$ cat config.mk
export PLATFORM = sky130hd
export DESIGN_NAME = button_ladder_min_hold_unit
export DESIGN_NICKNAME = d
export VERILOG_FILES = /design/src/rtl/blmh_pkg.sv /design/src/rtl/button_ladder_min_hold_unit.sv /design/src/rtl/blmh_buttons.sv
export VERILOG_INCLUDE_DIRS = /design/src /design/src/rtl
export SDC_FILE = /design/constraint.sdc
export NUM_CORES = 1
export LEC_CHECK = 0
export BUFFER_PORTS_ARGS = -buffer_cell sky130_fd_sc_hd__clkbuf_2
export CAP_MARGIN = 40
export CORE_MARGIN = 1
export CORE_UTILIZATION = 50
export DETAILED_ROUTE_END_ITERATION = 10
export PLACE_DENSITY_LB_ADDON = 0.25
export SETUP_SLACK_MARGIN = 0.02
export SYNTH_ARGS = -nofsm -noshare
export SYNTH_HDL_FRONTEND = slang
export SYNTH_SLANG_ARGS = --single-unit
$ cat constraint.sdc
create_clock -name clk_i -period 4.4 [get_ports clk_i]
set_clock_uncertainty 0.2 [all_clocks]
set_input_delay 0 -clock clk_i [delete_from_list [all_inputs] [get_ports clk_i]]
set_output_delay 0 -clock clk_i [all_outputs]
set_load 0.02 [all_outputs]
$ cat src/rtl/button_ladder_min_hold_unit_macros.svh
// ----------------------------------------------------------------------------
// Assertion macros for the button ladder block
// Clocked on clk_i; the checked form is disabled while rst_ni is low.
// ----------------------------------------------------------------------------
`ifndef BUTTON_LADDER_MIN_HOLD_UNIT_MACROS_SVH
`define BUTTON_LADDER_MIN_HOLD_UNIT_MACROS_SVH

// Check a property out of reset.
`define BLMH_ASSERT(lbl, prop, msg) \
  lbl: assert property (@(posedge clk_i) disable iff (!rst_ni) prop) else $error(msg);

// Check a property at every edge, reset included.
`define BLMH_ASSERT_ALWAYS(lbl, prop, msg) \
  lbl: assert property (@(posedge clk_i) prop) else $error(msg);

`endif

$ cat src/rtl/blmh_pkg.sv
// ----------------------------------------------------------------------------
// blmh_pkg
// Types, register codes and reset constants of the button ladder block.
// ----------------------------------------------------------------------------
`default_nettype none

package blmh_pkg;

  localparam int NumButtonsDefault = 4;
  localparam int NumLevels         = 4;
  localparam int LevelW            = 12;
  localparam int CountW            = 4;
  localparam int MaskW             = 4;
  localparam int IdxW              = 2;
  localparam int RegCount          = 6;
  localparam int RegIdxW           = $clog2(RegCount);
  localparam int CfgDataW          = LevelW;

  localparam logic [CountW-1:0] SampleMax = 4'd15;

  localparam logic [LevelW-1:0] ResetIdle    = 12'd3300;
  localparam logic [LevelW-1:0] ResetLevel0  = 12'd0;
  localparam logic [LevelW-1:0] ResetLevel1  = 12'd800;
  localparam logic [LevelW-1:0] ResetLevel2  = 12'd1600;
  localparam logic [LevelW-1:0] ResetLevel3  = 12'd2400;
  localparam logic [CountW-1:0] ResetMinHold = 4'd2;

  typedef enum logic [RegIdxW-1:0] {
    REG_IDLE_LEVEL = 3'd0,
    REG_LEVEL0     = 3'd1,
    REG_LEVEL1     = 3'd2,
    REG_LEVEL2     = 3'd3,
    REG_LEVEL3     = 3'd4,
    REG_MIN_HOLD   = 3'd5
  } blmh_reg_e;

  typedef enum logic {
    KIND_EVENT = 1'b0,
    KIND_TICK  = 1'b1
  } blmh_kind_e;

  typedef struct packed {
    logic [LevelW-1:0]                idle;
    logic [NumLevels-1:0][LevelW-1:0] level;
    logic [CountW-1:0]                min_hold;
  } blmh_cfg_t;

  typedef struct packed {
    blmh_kind_e      kind;
    logic [IdxW-1:0] idx;
    logic            pressed;
  } blmh_item_t;

  typedef struct packed {
    logic [MaskW-1:0]  mask;
    logic [LevelW-1:0] level;
  } blmh_result_t;

endpackage

`default_nettype wire

$ cat src/rtl/button_ladder_min_hold_unit.sv
// ----------------------------------------------------------------------------
// button_ladder_min_hold_unit
// Minimum-hold stretcher for up to four buttons with a resistor-ladder level.
// ----------------------------------------------------------------------------
// Usage:
//   Input stream: one transaction is a button event (tuser = 0, tdata holds
//   the button index and the pressed flag) or a sample tick (tuser = 1).
//   Output stream: one transaction per input, carrying the ladder level and
//   the mask of held buttons.
//   Path: an accepted item is loaded into the input register, then into the
//   output register once that is empty or being read.
//   Throughput: one item per cycle while m_axis_tready is held high; the
//   per-button hold state is updated as each item advances.
//   Configuration: plain write port, index 0 idle level, 1..4 button levels,
//   5 minimum hold samples; write only while the pipeline is empty.
//   Reset: all buttons released, counts zero, registers at their defaults,
//   stored level at the idle default.
//   Stall: with m_axis_tready low the output holds, the input register fills
//   and then s_axis_tready drops until the output drains.
// ----------------------------------------------------------------------------
`default_nettype none

module button_ladder_min_hold_unit #(
  parameter int NUM_BUTTONS = blmh_pkg::NumButtonsDefault
) (
  input  wire                              clk_i,
  input  wire                              rst_ni,
  input  wire                              cfg_we_i,
  input  wire  [blmh_pkg::RegIdxW-1:0]     cfg_index_i,
  input  wire  [blmh_pkg::CfgDataW-1:0]    cfg_data_i,
  input  wire                              s_axis_tvalid,
  output logic                             s_axis_tready,
  input  wire  [7:0]                       s_axis_tdata,  // [1:0] button_index, [2] pressed
  input  wire                              s_axis_tuser,  // [0] kind
  output logic                             m_axis_tvalid,
  input  wire                              m_axis_tready,
  output logic [15:0]                      m_axis_tdata   // [11:0] level_mv, [15:12] held_mask
);
  import blmh_pkg::*;

  `include "button_ladder_min_hold_unit_macros.svh"

  blmh_cfg_t    cfg_q;
  blmh_item_t   in_q;
  logic         in_valid_q;
  blmh_result_t out_q, result;
  logic         out_valid_q;
  logic         advance;

  always_ff @(posedge clk_i or negedge rst_ni) begin
    if (!rst_ni) begin
      cfg_q.idle     <= ResetIdle;
      cfg_q.level[0] <= ResetLevel0;
      cfg_q.level[1] <= ResetLevel1;
      cfg_q.level[2] <= ResetLevel2;
      cfg_q.level[3] <= ResetLevel3;
      cfg_q.min_hold <= ResetMinHold;
    end else if (cfg_we_i) begin
      unique case (cfg_index_i)
        REG_IDLE_LEVEL: cfg_q.idle     <= cfg_data_i;
        REG_LEVEL0:     cfg_q.level[0] <= cfg_data_i;
        REG_LEVEL1:     cfg_q.level[1] <= cfg_data_i;
        REG_LEVEL2:     cfg_q.level[2] <= cfg_data_i;
        REG_LEVEL3:     cfg_q.level[3] <= cfg_data_i;
        REG_MIN_HOLD:   cfg_q.min_hold <= cfg_data_i[CountW-1:0];
        default:        ;
      endcase
    end
  end

  assign advance       = in_valid_q && (!out_valid_q || m_axis_tready);
  assign s_axis_tready = !in_valid_q || advance;

  always_ff @(posedge clk_i or negedge rst_ni) begin
    if (!rst_ni) begin
      in_valid_q <= 1'b0;
    end else if (s_axis_tready) begin
      in_valid_q <= s_axis_tvalid;
    end
  end

  always_ff @(posedge clk_i) begin
    if (s_axis_tready && s_axis_tvalid) begin
      in_q.kind    <= blmh_kind_e'(s_axis_tuser);
      in_q.idx     <= s_axis_tdata[IdxW-1:0];
      in_q.pressed <= s_axis_tdata[IdxW];
    end
  end

  blmh_buttons #(
    .NUM_BUTTONS(NUM_BUTTONS)
  ) u_buttons (
    .clk_i     (clk_i),
    .rst_ni    (rst_ni),
    .advance_i (advance),
    .item_i    (in_q),
    .cfg_i     (cfg_q),
    .result_o  (result)
  );

  always_ff @(posedge clk_i or negedge rst_ni) begin
    if (!rst_ni) begin
      out_valid_q <= 1'b0;
    end else if (advance) begin
      out_valid_q <= 1'b1;
    end else if (m_axis_tready) begin
      out_valid_q <= 1'b0;
    end
  end

  always_ff @(posedge clk_i) begin
    if (advance) begin
      out_q <= result;
    end
  end

  assign m_axis_tvalid = out_valid_q;
  assign m_axis_tdata  = {out_q.mask, out_q.level};

  `BLMH_ASSERT(a_stall_blocks_advance, out_valid_q && !m_axis_tready |-> !advance, "overrun")
  `BLMH_ASSERT(a_advance_fills_output, advance |=> out_valid_q, "advanced item lost")
  `BLMH_ASSERT_ALWAYS(a_reset_empty, !rst_ni |-> !m_axis_tvalid, "output valid in reset")

endmodule

`default_nettype wire

$ cat src/rtl/blmh_buttons.sv
// ----------------------------------------------------------------------------
// blmh_buttons
// Per-button hold state, sample counting and ladder level selection.
// ----------------------------------------------------------------------------
`default_nettype none

module blmh_buttons #(
  parameter int NUM_BUTTONS = blmh_pkg::NumButtonsDefault
) (
  input  wire                   clk_i,
  input  wire                   rst_ni,
  input  wire                   advance_i,
  input  blmh_pkg::blmh_item_t   item_i,
  input  blmh_pkg::blmh_cfg_t    cfg_i,
  output blmh_pkg::blmh_result_t result_o
);
  import blmh_pkg::*;

  logic [NUM_BUTTONS-1:0]             held_q, held_d;
  logic [NUM_BUTTONS-1:0]             pend_q, pend_d;
  logic [NUM_BUTTONS-1:0][CountW-1:0] cnt_q, cnt_d;
  logic [LevelW-1:0]                  cur_level_q, level_d;
  logic [NUM_BUTTONS-1:0][LevelW-1:0] btn_level;
  logic [MaskW-1:0]                   mask;

  for (genvar g = 0; g < NUM_BUTTONS; g++) begin : g_lvl
    if (g < NumLevels) begin : g_reg
      assign btn_level[g] = cfg_i.level[g];
    end else begin : g_idle
      assign btn_level[g] = cfg_i.idle;
    end
  end

  always_comb begin
    logic [CountW-1:0] inc;
    inc    = '0;
    held_d = held_q;
    pend_d = pend_q;
    cnt_d  = cnt_q;
    for (int i = 0; i < NUM_BUTTONS; i++) begin
      if (item_i.kind == KIND_TICK) begin
        if (held_q[i]) begin
          inc      = (cnt_q[i] < SampleMax) ? cnt_q[i] + 1'b1 : cnt_q[i];
          cnt_d[i] = inc;
          if (pend_q[i] && inc >= cfg_i.min_hold) begin
            held_d[i] = 1'b0;
            pend_d[i] = 1'b0;
          end
        end
      end else if (int'(item_i.idx) == i) begin
        if (item_i.pressed) begin
          held_d[i] = 1'b1;
          pend_d[i] = 1'b0;
          cnt_d[i]  = '0;
        end else if (held_q[i]) begin
          if (cnt_q[i] >= cfg_i.min_hold) begin
            held_d[i] = 1'b0;
            pend_d[i] = 1'b0;
          end else begin
            pend_d[i] = 1'b1;
          end
        end
      end
    end
  end

  always_comb begin
    logic found;
    found   = 1'b0;
    level_d = cfg_i.idle;
    for (int i = 0; i < NUM_BUTTONS; i++) begin
      if (held_d[i] && !found) begin
        found   = 1'b1;
        level_d = btn_level[i];
      end
    end
  end

  for (genvar g = 0; g < MaskW; g++) begin : g_mask
    if (g < NUM_BUTTONS) begin : g_on
      assign mask[g] = held_d[g];
    end else begin : g_off
      assign mask[g] = 1'b0;
    end
  end

  assign result_o.level = (item_i.kind == KIND_TICK) ? cur_level_q : level_d;
  assign result_o.mask  = mask;

  always_ff @(posedge clk_i or negedge rst_ni) begin
    if (!rst_ni) begin
      held_q      <= '0;
      pend_q      <= '0;
      cnt_q       <= '0;
      cur_level_q <= ResetIdle;
    end else if (advance_i) begin
      held_q      <= held_d;
      pend_q      <= pend_d;
      cnt_q       <= cnt_d;
      cur_level_q <= level_d;
    end
  end

endmodule

`default_nettype wire
## Word-level counts from Yosys, hierarchy flattened

Index checks and enable logic that the tools add are counted.
Widths: inputs -> output; s select.

- Eq/ne operators: 16
- Reduce and logical (&&, ||, !) cells: 42
- Mux-type cells: 79
- Order comparisons: 12
- Add/sub/neg operators: 4

Operator list:

| cell | number |
|---|---|
| $mux 4 | 17 |
| $mux 12 | 5 |
| $mux 1 | 57 |
| $ge 4x4->1 | 8 |
| $reduce_and 5->1 | 4 |
| $reduce_bool 2->1 | 10 |
| $add 4x1->4 const B | 4 |
| $lt 4x4->1 const B | 4 |
| $ne 2x1->1 const B | 8 |
| $reduce_and 4->1 | 4 |
| $reduce_and 2->1 | 6 |
| $logic_and 1x1->1 | 9 |
| $eq 3x2->1 const B | 2 |
| $eq 3x3->1 const B | 2 |
| $logic_not 1->1 | 5 |
| $eq 2x2->1 const B | 2 |
| $eq 3x1->1 const B | 1 |
| $logic_not 3->1 | 1 |
| $eq 2x1->1 const B | 1 |
| $logic_not 2->1 | 1 |
| $logic_or 1x1->1 | 2 |

- Word-level logic and storage cells: 176
- Output and inout port bits: 18
- Input bits: 29
- Flip-flop bits (word level): 122

## Depth between registers and ports, before layout

Gate-level depths: netlist of the first run.

- Word-level depth: 18
- Depth in mapped cells: 14
- Depth with buffers taken out: 13

## Cells and area by module

A second synthesis of the first run with hierarchy kept.

- Cells, all modules: 603
- Area total of the unflattened synthesis: 6708.9 um2

Modules (own cells, without submodules):

| module | instances | seq. area each (um2) | area each (um2) | cells an instance |
|---|---|---|---|---|
| blmh_buttons | 1 | 908.4 | 3514.6 | 436 |
| button_ladder_min_hold_unit | 1 | 2273.4 | 3194.3 | 167 |

## Worst setup path before layout of the first run

OpenSTA, ideal clock, no wires.

- Path type: register -> register
- Start point: reg u_buttons.cnt_q[8] in the netlist's numbering
- End point: reg out_q (netlist bit m_axis_tdata[1]) (data pin)
- Clock period less this slack: 3.515 ns
- Setup slack: 0.885 ns
- Library setup time: 0.169 ns
- Cell stages (with the launch flop): 14
- Path buffers: 2
- Arrival time: 3.145 ns
- Data required time: 4.031 ns
- Cells stage by stage: dfrtp_1 > ha_1 > nand3_1 > mux2_2 > ha_1 > o21ai_0 > o21ai_2 > a21oi_1 > or3_1 > buf_2 > or4b_4 > buf_6 > o2bb2a_2 > o31ai_1

RTL lines:

| item | line | text |
|---|---|---|
| start: declaration | blmh_buttons.sv:21 | `logic [NUM_BUTTONS-1:0][CountW-1:0] cnt_q, cnt_d;` |
| start signal: assignment | blmh_buttons.sv:99 | `cnt_q <= cnt_d;` |
| end signal: assignment | button_ladder_min_hold_unit.sv:113 | `out_q <= result;` |
| end: declaration | button_ladder_min_hold_unit.sv:46 | `blmh_result_t out_q, result;` |

==> results of run 1 <==
-- final cells by class --
type / instances / share of cell area (%)
clock buffer: 26 / 6.71
clock inverter: 6 / 1.06
inverter: 31 / 1.50
multi-input combinational: 401 / 38.5
sequential: 122 / 40.9
tap: 168 / 2.70
timing repair buffer: 89 / 8.60
-- path summary, 6_finish.rpt --
| kind | to | slack (ns) |
|---|---|---|
| hold reg to reg | m_axis_tvalid$_DFFE_PN0P_ | 0.28 |
| hold / removal | cfg_q[24]$_DFFE_PN1P_ | 0.001 |
| setup reg to reg | m_axis_tdata[0]$_DFFE_PP_ | 0.50 |
| min in group clk_i | in_q[2]$_DFFE_PP_ | 0.11 |
| max in group asynchronous | cfg_q[9]$_DFFE_PN0P_ | 3.26 |
| setup / recovery | m_axis_tdata[0]$_DFFE_PP_ | 0.50 |
-- power by group --
| part | internal, µW | switching (µW) | leakage (µW) | total, µW |
|---|---|---|---|---|
| sequential | 1510 | 230 | 0.00141 | 1740 |
| clock | 929 | 472 | 0.000295 | 1400 |
| combinational | 594 | 753 | 0.00159 | 1350 |
| total | 3030 | 1450 | 0.00330 | 4490 |
-- flip-flops by register name, summed over array words and instances (netlist names) --
register               count
u_buttons.cnt_q           16
in_q                       4
m_axis_tdata              16
u_buttons.pend_q           4
cfg_q                     64
m_axis_tvalid              1
u_buttons.cur_level_q     12
in_valid_q                 1
u_buttons.held_q           4
-- stage by stage --
step / hold slack (ns) / setup slack, ns / std cells / power [µW]
after floorplan: -0.496 / 0.885 / 583 / 2640
after global placement: -0.158 / 0.620 / 775 / 2960
after detailed placement: -0.155 / 0.541 / 778 / 3060
after CTS: 0.00190 / 0.522 / 843 / 4500
after global routing: 0.0141 / 0.270 / 843 / 4760
final: 0.00127 / 0.498 / 843 / 4490
-- cells by family after synthesis --
kind of cell | share of synthesized area, %
DFF | 49.7
xor gates and xnor gates | 0.547
buffers and inverters | 3.77
and+or+nand+nor | 11.1
AOI/OAI and AO/OA | 17.5
adders and majority gates | 7.04
muxes | 10.3
-- metal layers --
metal / global-route usage (%) / wire length (µm) / share of wire (%) / vias to the layer above
li1: - / - / - / 2318
met1: 32.2 / 6360 / 43 / 2474
met2: 41.6 / 7440 / 50 / 155
met3: 5.38 / 804 / 5.4 / 28
met4: 9.09 / 299 / 2.0 / 0
met5: 0 / 0 / 0 / -
-- worst register-to-register path: stages (launching register included) --
cell and delay [ns]:
sky130_fd_sc_hd__dfrtp_1 0.43, sky130_fd_sc_hd__ha_1 0.27, sky130_fd_sc_hd__nand3_1 0.18, sky130_fd_sc_hd__mux2_2 0.38, sky130_fd_sc_hd__ha_1 0.29, sky130_fd_sc_hd__nand2_1 0.04
sky130_fd_sc_hd__o21ai_0 0.30, sky130_fd_sc_hd__a31o_2 0.23, sky130_fd_sc_hd__and2_1 0.32, sky130_fd_sc_hd__inv_1 0.28, sky130_fd_sc_hd__or3_2 0.48, sky130_fd_sc_hd__o21ai_0 0.13
sky130_fd_sc_hd__o31ai_1 0.11
-- cell usage in the layout (no fill, tap or decap), drive strengths merged, types with 7 or more instances in the layout --
| cell type | synthesis | routed |
|---|---|---|
| a21oi | 13 | 13 |
| nor3 | 10 | 10 |
| nand2b | 7 | 7 |
| o21ai | 51 | 51 |
| nand2 | 47 | 47 |
| a32o | 10 | 10 |
| mux2 | 56 | 56 |
| dlygate4sd3 | 0 | 32 |
| o31ai | 24 | 24 |
| o2bb2a | 11 | 11 |
| a22oi | 11 | 11 |
| a221oi | 11 | 11 |
| or3 | 15 | 15 |
| inv | 31 | 31 |
| ha | 36 | 36 |
| edfxtp | 20 | 20 |
| nor2 | 32 | 32 |
| dfrtp | 79 | 79 |
| buf | 9 | 17 |
| clkbuf | 20 | 66 |
| dfstp | 23 | 23 |
| nand3 | 15 | 15 |
==> summary by stage, run 1 <==
Yosys
The number of nets handed over by synthesis was 648. The most frequently used cell type in the post-synthesis netlist is sky130_fd_sc_hd__dfrtp_1. After synthesis, flip-flops and latches occupy 49.7% of the total area. By area the synthesized netlist is led by sky130_fd_sc_hd__dfrtp_1, sky130_fd_sc_hd__mux2_2, sky130_fd_sc_hd__dfstp_2, sky130_fd_sc_hd__edfxtp_1, sky130_fd_sc_hd__ha_1.

Of all cell types, the one taking the most synthesized area is sky130_fd_sc_hd__dfrtp_1. Synthesis produced a netlist whose cell count is 583. In the synthesized netlist, the cells that appear most often are sky130_fd_sc_hd__dfrtp_1, sky130_fd_sc_hd__mux2_2, sky130_fd_sc_hd__o21ai_0, sky130_fd_sc_hd__nand2_1, sky130_fd_sc_hd__ha_1. Averaged over all synthesized cells, the footprint is 11.0 µm². In this run, distinct cell masters in the synthesized netlist total 60. Summed over its instances, the top area cell type makes up 30.9% of the synthesized netlist area.

The top flip-flop cell by instance count after synthesis is sky130_fd_sc_hd__dfrtp_1. The netlist area before placement is 6400 µm². The count of flip-flops with a built-in enable after synthesis is 20. Synthesis inferred 122 register bits. After synthesis, the share of flip-flops with an asynchronous set or reset is 83.6%. For this run, the number of Yosys warnings is 0.

Critical path
The depth of the critical timing path with buffers and inverters included is 12. The slowest stage of the critical path is the sky130_fd_sc_hd__or3_2 cell. The arrival time at the worst endpoint is 3.85 ns. The critical path is of the register to register type. The startpoint of the most critical register-to-register path is u_buttons.cnt_q[0]$_DFFE_PN0P_. STA classifies the critical path endpoint as a register. Traced cell by cell, the critical path runs through ha_1 -> nand3_1 -> mux2_2 -> ha_1 -> nand2_1 -> o21ai_0 -> a31o_2 -> and2_1 -> inv_1 -> or3_2 -> o21ai_0 -> o31ai_1. The startpoint type of the worst setup path is a register.

The cell depth of the worst flop-to-flop path is 12. Of all nets on the critical path, the largest fanout is 13. The buffers plus inverters on the worst setup path is 1. Data on the critical path is required at its endpoint by 4.34 ns.

The beginning of the critical path is u_buttons.cnt_q[0]$_DFFE_PN0P_. The delay of the slowest critical-path stage is 0.48 ns. The cell class contributing the biggest share of worst-path delay is simple AND/OR/NAND/NOR gates.

Global routing
The via count of the first global-routing pass was 5,067. The wire length of the first global-routing pass is 25.2 mm. Entering global routing, the biggest net connects 57 pins. The initial antenna violation count is 0.

In the global route stage, overall resource usage came out at 25.0%. The total overflow left after global routing is 0.

Detailed routing
After detailed routing, the number of remaining DRC violations is 0. Detailed routing inserted a total of 4,975 vias. For this block, the initial DRC count from the detailed router was 319.

The average wire per cell in the routed design is 17.7 µm. The total detailed-routing wirelength is 14.9 mm. The detail route stage leaves a number of antenna-violating nets equal to 0. After detailed routing, the number of vias per cell comes to 5.90.

The detailed-router iteration count before antenna repair is 5.

Run status
The flow ran to the end, and the final reports show no timing, DRC or antenna violations.

Die
The floorplan row count is 40. The starting density of the core is 52.2%. The floorplan step set the die height to 115 µm. The I/O pin count is 47. The die area is 13,300 µm². The placeable core region is 12,300 µm². The horizontal die dimension is 115 µm.

Min path
The path class of the tightest hold or removal check is primary input to async pin.

STA
Setup repair after global routing left no endpoint under its margin. For the pin with the worst max-slew slack, the measured transition is 0.723 ns. Setup violations remaining at the end of the flow were counted as 0. The number of endpoints with negative hold slack in the final report is 0. The worst path uses 88.7% of the clock period. Based on the critical path, the design can be clocked at up to 256 MHz. The shortest clock period the worst path allows after layout is 3.90 ns.

The sum of negative setup slack is 0 ns. The tightest slew margin relative to the limit is 51.7%. The number of slew-limit violations in the final report is 0.

Final layout
Once layout is complete, the utilization of the core stands at 63.4%. At the end of the flow, the number of nets in the layout was 727. After routing the design area is 7770 µm².

The area of the multi-input gates is 2990 µm². The antenna diode count is 0. The number of filler instances in the final layout is 983. In the final layout, the share of cells above drive strength 1 is 27.7%. Registers take 3180 µm². The layout-stage area growth over the synthesis result is 21.5%.

Clocking
The clock latency on the worst-skew pair is 0.41 ns. The number of buffers inserted for hold repair after clock tree synthesis is 33. The TritonCTS clock tree is done.

The post-CTS resize count is 0. After clock tree synthesis, the clock-pin slew on the worst setup and hold paths is 0.05 ns. The total number of H-tree levels is 4. The clock drives 122 sinks. No sink is reached through more buffers than the 2 on the longest clock path. The number of CTS-inserted buffers is 17. The root buffer cell is sky130_fd_sc_hd__clkbuf_16.

The count of buffers added by post-CTS timing repair for setup is 0.

Placement
The congestion estimate from routability-driven global placement came to 0.833. The instance area at placement is 6830 µm². Input and output buffers added on the ports amount to 41. The post-detailed-placement half-perimeter wirelength is 10.1 mm.

Pwr
The leakage power summed over all cells is 0.00330 µW. The total power density per cell area is 577 nW/µm². The maximum ir drop on the vdd rail is 0.336 mV.

Job
The number of maximum-capacitance constraint violations is 0.
No activity file was read; power rests on OpenSTA's default activity.
==> run 2: changes to the inputs <==
- CORE_UTILIZATION: 50 -> 35
==> summary by stage, run 2 (same netlist as run 1, synthesis figures left out) <==
Critical path
The data required time at the worst endpoint is 4.44 ns (+0.10 ns). The startpoint of the most critical register-to-register path is u_buttons.cnt_q[8]$_DFFE_PN0P_. Traced cell by cell, the critical path runs through ha_1 -> nand3_1 -> mux2_2 -> ha_1 -> o21ai_0 -> o21ai_2 -> a21oi_1 -> or3_1 -> or4b_4 -> o2bb2a_1 -> o31ai_1.

The capturing point of the worst reg2reg path is m_axis_tdata[0]$_DFFE_PP_. The cell depth of the worst flop-to-flop path is 11 (-1). The largest driver fanout on the critical path is 12 (-1). The critical path in this run is classified as register to register.

The worst setup path is launched from a register. The arrival time at the worst endpoint is 3.97 ns (+0.12 ns). The register-to-register setup slack is 0.47 ns (-0.03 ns).

In this design, the critical path's most frequently occurring cell is sky130_fd_sc_hd__ha_1. The slowest stage cell on the critical path is sky130_fd_sc_hd__or4b_4. The worst setup path is captured at a register. The delay of the slowest critical-path stage is 0.72 ns (+0.24 ns).

Detailed routing
The initial detailed-routing violation count is 280 (-12%). The average wire per cell in the routed design is 18.0 µm (+1.6%). The total detailed-routing wirelength was 16.3 mm (+9.6%). The count of nets left with antenna violations after detail routing was 0 (unchanged). The number of vias per cell was 5.48 (-7.1%).

The detailed-router iteration count before antenna repair is 6 (+1). The final routed DRC violation total is 0 (unchanged). The total via count in the routed design is 4,985 (+0.20%).

Die
The I/O pin count came to 47 (unchanged). The floorplan row count is 49 (+23%). The starting density of the core is 35.6% (-17 points).

The die area is 18,800 µm² (+42%). The horizontal die dimension is 137 µm (+19%). The die height is 137 µm (+19%). The placeable core region is 18,000 µm² (+46%).

Clocking
The number of CTS-inserted buffers is 17 (unchanged). The clock latency on the worst-skew pair came to 0.43 ns (+0.02 ns). The clock-pin slew of the registers on the worst-case setup and hold paths is 0.06 ns (about the same). The worst-case clock buffer depth is 2 (unchanged). The root buffer cell is sky130_fd_sc_hd__clkbuf_16. The TritonCTS clock tree is done. The post-CTS resize count is 0 (unchanged). The total number of H-tree levels is 4 (unchanged). The clock sink count is 122 (unchanged).

Final layout
In the layout the commonest cells are sky130_fd_sc_hd__dfrtp_1, sky130_fd_sc_hd__mux2_2, sky130_fd_sc_hd__o21ai_0, sky130_fd_sc_hd__nand2_1, sky130_fd_sc_hd__clkbuf_2. The count of nets after finishing is 732 (+0.69%). The fraction of layout instances using a drive strength above 1 is 27.9% (+0.24 points). The library cell used most frequently in the layout, excluding fill and tap cells, is sky130_fd_sc_hd__dfrtp_1. The layout-stage area growth over the synthesis result is 23.5%.

The antenna diode count came to 0 (unchanged). The flip-flop count of the largest register, all copies and words added is 64 (unchanged). Ranked by flip-flop count, first place goes to cfg_q.

STA
The final number of setup-violating endpoints is 0 (unchanged). The shortest clock period the worst path allows after layout came to 3.93 ns (+0.0282 ns). The maximum clock frequency came to 254 MHz (-0.72%). The worst hold slack across all endpoints is 0.00170 ns (+0.000428 ns).

The sum of negative setup slack was 0 ns (unchanged). The actual slew at the worst max-slew pin was 0.834 ns (+0.111 ns). The number of endpoints with negative hold slack in the final report is 0 (unchanged). Setup repair after global routing left no endpoint under its margin.

The number of slew-limit violations in the final report came to 0 (unchanged). The tightest slew margin relative to the limit is 44.4% (-7.3 points). The fraction of the cycle the final worst path needs was 89.3% (+0.64 points).

Placement
The count of input and output buffers came to 41 (unchanged). The final weighted congestion in routability-driven placement came to 0.803 (-3.6%). The post-detailed-placement half-perimeter wirelength is 10.5 mm (+4.2%).

Pwr
The maximum ir drop on the vdd rail is 0.329 mV (-1.8%). The leakage power summed over all cells was 0.00332 µW (+0.75%). The total power density per cell area came to 567 nW/µm² (-1.8%).

Min path
In this run the worst hold path is classified as primary input to async pin.

Global routing
The overall track demand over capacity in global routing came to 18.7% (-6.3 points). The maximum number of pins on one net before global-route repair came to 60 (+5.3%). The total congestion overflow after global routing came to 0 (unchanged). The initial antenna violation count is 0 (unchanged). The wire length of the first global-routing pass was 26.2 mm (+3.8%).

The via count of the first global-routing pass came to 5,071 (+0.079%).

Job
The number of maximum-capacitance constraint violations is 0 (unchanged).

Run status
The flow ran to the end, and the final reports show no timing, DRC or antenna violations.
-- run 2: per-stage QoR --
stage	worst slack [ns]	std cells	cell area [µm²]	power (µW)	util, %
floorplan	0.885	583	6400	2640	-
global placement	0.548	836	6880	2990	38.3
detailed placement	0.488	839	6930	3080	38.6
CTS	0.480	909	7900	4500	44.0
global route	0.310	909	7900	4770	44.0
finish	0.470	909	7900	4480	44.0
-- run 2: report_power, final --
| part | leakage [µW] | switching [µW] | internal, µW |
|---|---|---|---|
| registers | 0.00141 | 228 | 1510 |
| clock network | 0.000297 | 536 | 841 |
| logic | 0.00161 | 758 | 605 |
-- run 2: worst max path at each step --
| stage | end | cells after the start | slack [ns] | from |
|---|---|---|---|---|
| 3_3_place_gp | m_axis_tdata[11]$_DFFE_PP_ | 11 | 0.55 | u_buttons.cnt_q[8]$_DFFE_PN0P_ |
| 3_5_place_dp | m_axis_tdata[0]$_DFFE_PP_ | 11 | 0.49 | u_buttons.cnt_q[8]$_DFFE_PN0P_ |
| 6_report | m_axis_tdata[0]$_DFFE_PP_ | 11 | 0.47 | u_buttons.cnt_q[8]$_DFFE_PN0P_ |
| 4_1_cts | m_axis_tdata[0]$_DFFE_PP_ | 11 | 0.48 | u_buttons.cnt_q[8]$_DFFE_PN0P_ |
| 5_1_grt | m_axis_tdata[0]$_DFFE_PP_ | 11 | 0.31 | u_buttons.cnt_q[8]$_DFFE_PN0P_ |
| 2_1_floorplan | m_axis_tdata[1]$_DFFE_PP_ | 13 | 0.89 | u_buttons.cnt_q[8]$_DFFE_PN0P_ |
-- run 2: layer usage --
metal	GRT usage, %	vias to the layer above	share of wire, %
met1	23.6	2513	46
li1	-	2335	-
met4	7.33	0	1.8
met2	30.9	113	49
met5	0	-	0
met3	4.30	24	3.3
-- run 2: final cells by class --
type / instances / area (µm²)
timing repair buffer: 94 / 724
clock inverter: 10 / 75.1
sequential: 122 / 3180
inverter: 31 / 116
clock buffer: 22 / 518
fill: 1633 / 10100
multi-input combinational: 401 / 3000
tap: 229 / 287
-- run 2: worst max-delay path: cells and delay by family, from the launching register on --
family | cells | cell delay [ns]
AOI/OAI and AO/OA | 5 | 0.71
muxes | 1 | 0.38
DFF | 1 | 0.44
adders and majority gates | 2 | 0.54
and+or+nand+nor | 3 | 1.47
-- run 2: repair_timing --
action	4_1_cts	5_1_grt
hold buffers	38	0
setup endpoints to repair	0	0
setup buffers	0	0
endpoints found under the hold margin	132	0
